## src/rtl/dtp_pkg.sv

```systemverilog
package dtp_pkg;

	typedef enum logic [3:0] {
		PH_START  = 4'b0001,
		PH_TERM   = 4'b0010,
		PH_SIGN   = 4'b0100,
		PH_DIGITS = 4'b1000
	} dtp_phase_t;

	typedef enum logic [2:0] {
		ST_OK     = 3'd0,
		ST_EMPTY  = 3'd1,
		ST_DIGIT  = 3'd2,
		ST_UNIT   = 3'd3,
		ST_BOUNDS = 3'd4
	} dtp_status_t;

	localparam logic [7:0] CH_NUL   = 8'h00;
	localparam logic [7:0] CH_PLUS  = 8'h2B;
	localparam logic [7:0] CH_MINUS = 8'h2D;
	localparam logic [7:0] CH_0     = 8'h30;
	localparam logic [7:0] CH_9     = 8'h39;
	localparam logic [7:0] CH_M     = 8'h6D;
	localparam logic [7:0] CH_H     = 8'h68;
	localparam logic [7:0] CH_D     = 8'h64;
	localparam logic [7:0] CH_W     = 8'h77;

	localparam int TERM_W  = 63;
	localparam int TOTAL_W = 64;
	localparam int SCALE_W = 14;

	localparam logic [SCALE_W-1:0] SCALE_M = SCALE_W'(1);
	localparam logic [SCALE_W-1:0] SCALE_H = SCALE_W'(60);
	localparam logic [SCALE_W-1:0] SCALE_D = SCALE_W'(60 * 24);
	localparam logic [SCALE_W-1:0] SCALE_W_MIN = SCALE_W'(60 * 24 * 7);

	localparam logic [63:0] MAX64 = 64'h7FFF_FFFF_FFFF_FFFF;
	localparam logic [TERM_W-1:0] LIM_M = TERM_W'(MAX64);
	localparam logic [TERM_W-1:0] LIM_H = TERM_W'(MAX64 / 64'd60);
	localparam logic [TERM_W-1:0] LIM_D = TERM_W'(MAX64 / 64'd1440);
	localparam logic [TERM_W-1:0] LIM_W = TERM_W'(MAX64 / 64'd10080);

	typedef struct packed {
		logic              vld;
		logic              neg;
		logic [TERM_W-1:0] prod;
	} dtp_add_req_t;

	typedef struct packed {
		logic               ovf;
		logic [TOTAL_W-1:0] total;
	} dtp_acc_t;

endpackage

```

## src/rtl/dtp_in_if.sv

```systemverilog
interface dtp_in_if;
	logic       valid;
	logic       ready;
	logic [7:0] ch;

	modport source (output valid, output ch, input ready);
	modport sink (input valid, input ch, output ready);
endinterface

```

## src/rtl/dtp_out_if.sv

```systemverilog
interface dtp_out_if;
	logic              valid;
	logic              ready;
	logic signed [63:0] total_minutes;
	logic [2:0]        status;

	modport source (output valid, output total_minutes, output status, input ready);
	modport sink (input valid, input total_minutes, input status, output ready);
endinterface

```

## src/rtl/dtp_accum.sv

```systemverilog
module dtp_accum import dtp_pkg::*; (
	input  logic         clk,
	input  logic         arst_n,
	input  logic         clr,
	input  dtp_add_req_t req,
	output dtp_acc_t     acc
);

	logic [TOTAL_W-1:0] total_q;
	logic               pend_q;
	logic               pend_neg_q;
	logic [TERM_W-1:0]  pend_prod_q;
	logic [TOTAL_W:0]   sum;

	// term product is added in the cycle after its unit letter
	always_comb begin
		if (pend_neg_q) begin
			sum = {total_q[TOTAL_W-1], total_q} - {2'b00, pend_prod_q};
		end else begin
			sum = {total_q[TOTAL_W-1], total_q} + {2'b00, pend_prod_q};
		end
		acc.ovf   = pend_q && (sum[TOTAL_W] != sum[TOTAL_W-1]);
		acc.total = (pend_q && !acc.ovf) ? sum[TOTAL_W-1:0] : total_q;
	end

	always_ff @(posedge clk or negedge arst_n) begin
		if (!arst_n) begin
			total_q <= '0;
			pend_q  <= 1'b0;
		end else if (clr) begin
			total_q <= '0;
			pend_q  <= 1'b0;
		end else begin
			pend_q  <= req.vld;
			total_q <= acc.total;
		end
	end

	always_ff @(posedge clk) begin
		pend_neg_q  <= req.neg;
		pend_prod_q <= req.prod;
	end

endmodule

```

## src/rtl/dtp_term.sv

```systemverilog
module dtp_term import dtp_pkg::*; (
	input  logic         clk,
	input  logic         arst_n,
	input  logic         take,
	input  logic [7:0]   ch,
	input  dtp_acc_t     acc,
	output dtp_add_req_t req,
	output dtp_status_t  status
);

	dtp_phase_t          phase_q, phase_n;
	logic                neg_q, neg_n;
	logic [TERM_W-1:0]   term_q, term_n;
	dtp_status_t         err_q, err_n, err_eff;
	logic                is_digit, is_unit, scale_ovf, acc10_ovf;
	logic [3:0]          dval;
	logic [TERM_W+3:0]   acc10;
	logic [SCALE_W-1:0]  scale;
	logic [TERM_W-1:0]   lim;
	logic [TERM_W+SCALE_W-1:0] prod_w;

	always_comb begin
		err_eff   = (err_q != ST_OK) ? err_q : (acc.ovf ? ST_BOUNDS : ST_OK);
		is_digit  = (ch >= CH_0) && (ch <= CH_9);
		dval      = ch[3:0];
		acc10     = {1'b0, term_q, 3'b000} + {3'b000, term_q, 1'b0}
			+ {(TERM_W + 0)'(0), dval};
		acc10_ovf = |acc10[TERM_W+3:TERM_W];

		is_unit = 1'b1;
		case (ch)
			CH_M: begin scale = SCALE_M;     lim = LIM_M; end
			CH_H: begin scale = SCALE_H;     lim = LIM_H; end
			CH_D: begin scale = SCALE_D;     lim = LIM_D; end
			CH_W: begin scale = SCALE_W_MIN; lim = LIM_W; end
			default: begin
				scale   = SCALE_M;
				lim     = LIM_M;
				is_unit = 1'b0;
			end
		endcase
		prod_w    = (TERM_W+SCALE_W)'(term_q) * (TERM_W+SCALE_W)'(scale);
		scale_ovf = term_q > lim;

		phase_n  = phase_q;
		neg_n    = neg_q;
		term_n   = term_q;
		err_n    = err_eff;
		req.vld  = 1'b0;
		req.neg  = neg_q;
		req.prod = prod_w[TERM_W-1:0];

		if (err_eff != ST_OK) begin
			status = err_eff;
		end else begin
			case (phase_q)
				PH_START:  status = ST_EMPTY;
				PH_SIGN:   status = ST_DIGIT;
				PH_DIGITS: status = ST_UNIT;
				default:   status = ST_OK;
			endcase
		end

		if (take) begin
			if (ch == CH_NUL) begin
				phase_n = PH_START;
				neg_n   = 1'b0;
				term_n  = '0;
				err_n   = ST_OK;
			end else if (err_eff == ST_OK) begin
				case (phase_q)
					PH_START, PH_TERM: begin
						term_n = '0;
						neg_n  = 1'b0;
						if (ch == CH_PLUS || ch == CH_MINUS) begin
							neg_n   = (ch == CH_MINUS);
							phase_n = PH_SIGN;
						end else if (is_digit) begin
							term_n  = TERM_W'(dval);
							phase_n = PH_DIGITS;
						end else begin
							err_n = ST_DIGIT;
						end
					end
					PH_SIGN: begin
						if (is_digit) begin
							term_n  = TERM_W'(dval);
							phase_n = PH_DIGITS;
						end else begin
							err_n = ST_DIGIT;
						end
					end
					PH_DIGITS: begin
						if (is_digit) begin
							if (acc10_ovf) begin
								err_n = ST_BOUNDS;
							end else begin
								term_n = acc10[TERM_W-1:0];
							end
						end else if (!is_unit) begin
							err_n = ST_UNIT;
						end else if (scale_ovf) begin
							err_n = ST_BOUNDS;
						end else begin
							req.vld = 1'b1;
							phase_n = PH_TERM;
						end
					end
					default: begin
						phase_n = PH_START;
					end
				endcase
			end
		end
	end

	always_ff @(posedge clk or negedge arst_n) begin
		if (!arst_n) begin
			phase_q <= PH_START;
			neg_q   <= 1'b0;
			term_q  <= '0;
			err_q   <= ST_OK;
		end else begin
			phase_q <= phase_n;
			neg_q   <= neg_n;
			term_q  <= term_n;
			err_q   <= err_n;
		end
	end

endmodule

```

## src/rtl/duration_text_parser.sv

```systemverilog
// channel   dir  beat payload                      notes
// chars     in   ch[7:0]                          0 ends the string
// results   out  total_minutes[63:0], status[2:0]  one beat per terminator
//
// One character per cycle unless chars is stalled; the digit step, the unit
// scaling and the status are combinational; the running sum is added in the
// cycle after a unit letter. A result appears the cycle after its terminator
// and sits in an output register; chars is stalled only while that register
// holds an untaken beat. arst_n clears the parse state and output valid.
module duration_text_parser import dtp_pkg::*; (
	input  logic      clk,
	input  logic      arst_n,
	dtp_in_if.sink    chars,
	dtp_out_if.source results
);

	logic               take, term_end;
	dtp_add_req_t       req;
	dtp_acc_t           acc;
	dtp_status_t        status;
	logic               out_vld_q;
	logic [TOTAL_W-1:0] out_total_q;
	logic [2:0]         out_status_q;

	assign chars.ready = !out_vld_q || results.ready;
	assign take        = chars.valid && chars.ready;
	assign term_end    = take && (chars.ch == CH_NUL);

	dtp_term u_term (
		.clk    (clk),
		.arst_n (arst_n),
		.take   (take),
		.ch     (chars.ch),
		.acc    (acc),
		.req    (req),
		.status (status)
	);

	dtp_accum u_accum (
		.clk    (clk),
		.arst_n (arst_n),
		.clr    (term_end),
		.req    (req),
		.acc    (acc)
	);

	always_ff @(posedge clk or negedge arst_n) begin
		if (!arst_n) begin
			out_vld_q <= 1'b0;
		end else if (term_end) begin
			out_vld_q <= 1'b1;
		end else if (results.ready) begin
			out_vld_q <= 1'b0;
		end
	end

	always_ff @(posedge clk) begin
		if (term_end) begin
			out_total_q  <= (status == ST_OK) ? acc.total : '0;
			out_status_q <= status;
		end
	end

	assign results.valid         = out_vld_q;
	assign results.total_minutes = out_total_q;
	assign results.status        = out_status_q;

endmodule

```

## src/flat_wrapper.sv

```systemverilog
// flat-port wrapper written by rule: the top's interface ports become plain ports
module duration_text_parser_flat import dtp_pkg::*;
  (clk, arst_n, chars_valid, chars_ch, chars_ready, results_valid, results_total_minutes, results_status, results_ready);
  dtp_in_if chars_i ();
  dtp_out_if results_i ();
  input  logic clk;
  input  logic arst_n;
  input wire logic [$bits(chars_i.valid)-1:0] chars_valid;
  input wire logic [$bits(chars_i.ch)-1:0] chars_ch;
  output wire logic [$bits(chars_i.ready)-1:0] chars_ready;
  output wire logic [$bits(results_i.valid)-1:0] results_valid;
  output wire logic [$bits(results_i.total_minutes)-1:0] results_total_minutes;
  output wire logic [$bits(results_i.status)-1:0] results_status;
  input wire logic [$bits(results_i.ready)-1:0] results_ready;
  assign chars_i.valid = chars_valid;
  assign chars_i.ch = chars_ch;
  assign chars_ready = chars_i.ready;
  assign results_valid = results_i.valid;
  assign results_total_minutes = results_i.total_minutes;
  assign results_status = results_i.status;
  assign results_i.ready = results_ready;
  duration_text_parser u_core (.clk(clk), .arst_n(arst_n), .chars(chars_i), .results(results_i));
endmodule
```

## config.mk

```make
export PLATFORM = sky130hd
export DESIGN_NAME = duration_text_parser_flat
export DESIGN_NICKNAME = d
export VERILOG_FILES = /design/src/rtl/dtp_pkg.sv /design/src/rtl/dtp_in_if.sv /design/src/rtl/dtp_out_if.sv /design/src/rtl/dtp_accum.sv /design/src/rtl/dtp_term.sv /design/src/rtl/duration_text_parser.sv /design/src/flat_wrapper.sv
export SDC_FILE = /design/constraint.sdc
export NUM_CORES = 2
export LEC_CHECK = 0
export ABC_AREA = 1
export BUFFER_PORTS_ARGS = -buffer_cell sky130_fd_sc_hd__buf_2
export CAP_MARGIN = 10
export CORE_ASPECT_RATIO = 0.7
export CORE_MARGIN = 2
export CORE_UTILIZATION = 62
export CTS_CLUSTER_SIZE = 10
export DETAILED_ROUTE_END_ITERATION = 10
export PLACE_DENSITY = 0.89
export REMOVE_ABC_BUFFERS = 1
export SETUP_SLACK_MARGIN = 0.3
export SYNTH_ARGS = -nofsm -noshare
export SYNTH_HDL_FRONTEND = slang
export SYNTH_HIERARCHICAL = 1
export SYNTH_SLANG_ARGS = --single-unit
```

## constraint.sdc

```tcl
create_clock -name clk -period 7.4 [get_ports clk]
set_input_delay 0 -clock clk [delete_from_list [all_inputs] [get_ports clk]]
set_output_delay 0 -clock clk [all_outputs]
set_load 0.02 [all_outputs]
```

==> flow_summary_export.csv <==
group,metric,value,unit
detailed_routing,wl_per_cell,19.1,µm
floorplanning,io_pins,81,
detailed_routing,highest_layer,"met5",
detailed_routing,dr_total_vias,41300,
layout,num-fill-cells,6197,
floorplanning,die_area,0.0739,mm²
placement,port_buffers,80,
detailed_routing,wl_met2,53600,µm
clock_network,cts_buffer_depth,3,
layout,syn2layout_area_growth,6.39,%
detailed_routing,met3_length,20700,µm
floorplanning,row_count,82,
clock_network,post-cts-setup-buffers,0,
layout,layout-drive-gt1-share,0.0500,
detailed_routing,drc,0,
placement,place_inst,7231,
global_route,antenna_found_initial,0,
hold_path,holdCritPathClass,"input pin to async pin",
global_route,grt_pass1_wl,219000,µm
synthesis,synth-main-ff-cell,"dfrtp_1",
layout,layout.nets,7258,
worst_setup_path,cp-end-kind,"flip-flop",
power,power,8200,µW
timing,hold_violations,2,
worst_setup_path,critPathLaunchType,"input pin",
synthesis,ys_ff_latch,268,
placement,gp_congestion,1.03,
worst_setup_path,worst_ep_arrival_time,7.52,ns
layout,multi_input_area,0.0314,mm²
worst_setup_path,ff2ff_setup_slack,0.55,ns
worst_setup_path,crit_type,"input pin to flip-flop",
layout,postLayoutCoreUtil,0.664,
worst_setup_path,reg2reg_from,"u_core/u_term/term_q[29]$_DFFE_PN0P_",
synthesis,async_flop_share,0.511,
clock_network,cts_root_buf,"clkbuf_16",
synthesis,synth_edf_count,67,
synthesis,yosysWarnings,6,
power,powerDensity,173,mW/mm²
synthesis,netlist_instances,6227,
worst_setup_path,required,7.92,ns
timing,fmax,143,MHz
clock_network,htree_levels,2,
synthesis,yosysUniqueCellTypes,58,
worst_setup_path,rr_endpoint,"u_core/u_accum/pend_prod_q[56]$_DFF_P_",
worst_setup_path,critPathMaxStageDelay,0.54,ns
timing,setup_viol,0,
clock_network,clkTransAtPathRegs,0.06,ns
detailed_routing,ant_nets,0,
synthesis,seq_area_frac_synth,0.151,
floorplanning,die_h,228,µm
synthesis,syn_area,0.0445,mm²
global_route,grt_max_degree,82,
clock_network,cts_made_buffers,36,
run_status,violations,"hold timing",
worst_setup_path,worst_path_max_delay_cell,"dlygate4sd3_1",
floorplanning,core,0.0713,mm²
detailed_routing,wl,140000,µm
layout,regArea,0.00672,mm²
run_status,status,"finished with violations",
synthesis,avgSynthCellArea,7.14,µm²
timing,whs,-0.00209,ns
detailed_routing,drt-vias-per-instance,5.66,
worst_setup_path,path_max_fanout,26,
power,p_leak,0.0270,µW
timing,drv_slew,0,
clock_network,cts_tree,"built",
timing,rsz0062_at_grt,"yes",
timing,fin_crit,7.00,ns
timing,skew,0.0218,ns
job,maxCapViolations,0,
power,ir_drop,166,µV
timing,period_share,0.946,
layout,fin_cells,7308,
detailed_routing,drt-initial-drc-count,5049,
clock_network,cts.sinks,268,
clock_network,clk_latency,0.59,ns
global_route,grt_pass1_vias,39700,
detailed_routing,drt-met1-wl,60500,µm
global_route,grt_overflow,0,
floorplanning,start_util,0.624,
layout,antenna_cells,0,
worst_setup_path,r2r_cells,23,
placement,dp_hpwl,116000,µm
worst_setup_path,cpMostUsedCell,"fa_1",
timing,tightest_slew,1.16,ns
detailed_routing,first_pass_iters,9,
timing,relSlewSlack,0.221,
global_route,grt.total_usage,0.383,
floorplanning,die_w,324,µm
area by class of cell:
type / count / area share
clock buffer: 55 / 0.0212
clock inverter: 11 / 0.00293
inverter: 1556 / 0.124
multi-input combinational: 4311 / 0.664
sequential: 268 / 0.142
tap: 966 / 0.0255
timing repair buffer: 141 / 0.0209
flip-flops by register name, indices dropped and copies added (netlist names):
signal                        count
u_core/results.total_minutes     64
u_core/u_accum/total_q           64
u_core/u_accum/pend_prod_q       63
u_core/u_term/term_q             63
u_core/u_term/phase_q             4
u_core/results.status             3
u_core/u_term/err_q               3
u_core/results.valid              1
u_core/u_accum/pend_neg_q         1
u_core/u_accum/pend_q             1
u_core/u_term/neg_q               1
synth_stat cells (all sizes together) (2+ instances only):
| master | n | area, µm² |
|---|---|---|
| clkinv | 2 | 7.51 |
| nand4 | 100 | 626 |
| and2 | 5 | 31.3 |
| nor3 | 62 | 340 |
| inv | 1554 | 5840 |
| xor2 | 118 | 1030 |
| nor3b | 2 | 15.0 |
| o22ai | 46 | 475 |
| nand3 | 141 | 728 |
| dfxtp | 64 | 1280 |
| nand2 | 1374 | 5250 |
| xnor2 | 103 | 902 |
| buf | 48 | 434 |
| clkbuf | 44 | 165 |
| nand3b | 20 | 150 |
| o31ai | 5 | 37.5 |
| o21ai | 177 | 886 |
| o21bai | 43 | 323 |
| a21oi | 296 | 1520 |
| o21a | 8 | 60.1 |
| a21o | 14 | 105 |
| a21boi | 5 | 37.5 |
| nor4 | 31 | 206 |
| and3 | 8 | 50.1 |
| fa | 466 | 9330 |
| a221oi | 3 | 26.3 |
| o211ai | 22 | 165 |
| or2 | 5 | 31.3 |
| dfrtp | 136 | 3400 |
| edfxtp | 67 | 2010 |
| ha | 466 | 5830 |
| nor2 | 752 | 2890 |
| a31oi | 30 | 188 |
| a31o | 4 | 35.0 |
worst max-delay path by stage:
stage	startpoint	to	slack [ns]	cells after the start
after floorplan	chars_ch[3]	u_core/u_accum/pend_prod_q[61]$_DFF_P_	-2.09	31
after global placement	chars_ch[0]	u_core/u_accum/pend_prod_q[54]$_DFF_P_	0.44	32
after detailed placement	chars_ch[0]	u_core/u_accum/pend_prod_q[61]$_DFF_P_	0.22	29
after CTS	chars_ch[3]	u_core/u_accum/pend_prod_q[61]$_DFF_P_	0.33	31
after global routing	chars_ch[3]	u_core/u_accum/pend_prod_q[61]$_DFF_P_	0.11	30
final	chars_ch[3]	u_core/u_accum/pend_prod_q[61]$_DFF_P_	0.40	30
stage by stage:
stage | setup slack [ns] | hold WS, ns | cell area [µm²] | setup TNS (ns)
6_report | 0.402 | -0.00209 | 47300 | 0
5_1_grt | 0.111 | 0.0845 | 47300 | 0
4_1_cts | 0.331 | 0.0437 | 47200 | 0
3_5_place_dp | 0.222 | 0.104 | 46000 | 0
3_3_place_gp | 0.436 | 0.0977 | 46000 | 0
2_1_floorplan | -2.09 | -0.296 | 43900 | -88.27
power by group:
part | leakage [µW] | internal [µW] | total (µW) | switching, µW
Sequential | 0.00263 | 1670 | 1900 | 229
Clock | 0.000555 | 1010 | 1770 | 755
Combinational | 0.0238 | 1450 | 4530 | 3080
Total | 0.0270 | 4130 | 8200 | 4060
kinds of logic (layout without fill, tap and decap cells):
family                     after synthesis  in the layout  synth area share
AOI/OAI and AO/OA                      658            658            0.0876
xor gates and xnor gates               221            221            0.0435
adders and majority gates              932            932             0.341
buffers and inverters                 1648           1763             0.145
DFF                                    268            268             0.151
and+or+nand+nor                       2500           2500             0.232
cell usage in the layout, fill, tap and decap left out, drive strengths merged, types with 56 or more instances in the layout:
cell type | synthesis | final
a21oi | 296 | 296
buf | 48 | 130
clkbuf | 44 | 56
dfrtp | 136 | 136
dfxtp | 64 | 64
edfxtp | 67 | 67
fa | 466 | 466
ha | 466 | 466
inv | 1554 | 1557
nand2 | 1374 | 1374
nand3 | 141 | 141
nand4 | 100 | 100
nor2 | 752 | 752
nor3 | 62 | 62
o21ai | 177 | 177
xnor2 | 103 | 103
xor2 | 118 | 118
worst max-delay path, delay by kind of cell:
| kind | cells | cell delay [ns] |
|---|---|---|
| and+or+nand+nor | 6 | 0.96 |
| AOI/OAI and AO/OA | 7 | 1.49 |
| xor gates and xnor gates | 1 | 0.15 |
| adders and majority gates | 7 | 3.26 |
| buffers and inverters | 9 | 1.60 |
metal layers:
layer / up-vias / GRT usage
met5: - / 0
met4: 2 / 0.125
met3: 347 / 0.130
met2: 2479 / 0.510
met1: 19300 / 0.576
li1: 19200 / -
timing repair:
| action | in CTS | in global routing |
|---|---|---|
| resized for setup | 0 | 29 |
| hold buffers | 10 | 0 |
| setup endpoints to repair | 0 | 140 |
| hold endpoints to repair | 84 | 0 |
(Power assumes the default switching activity.)
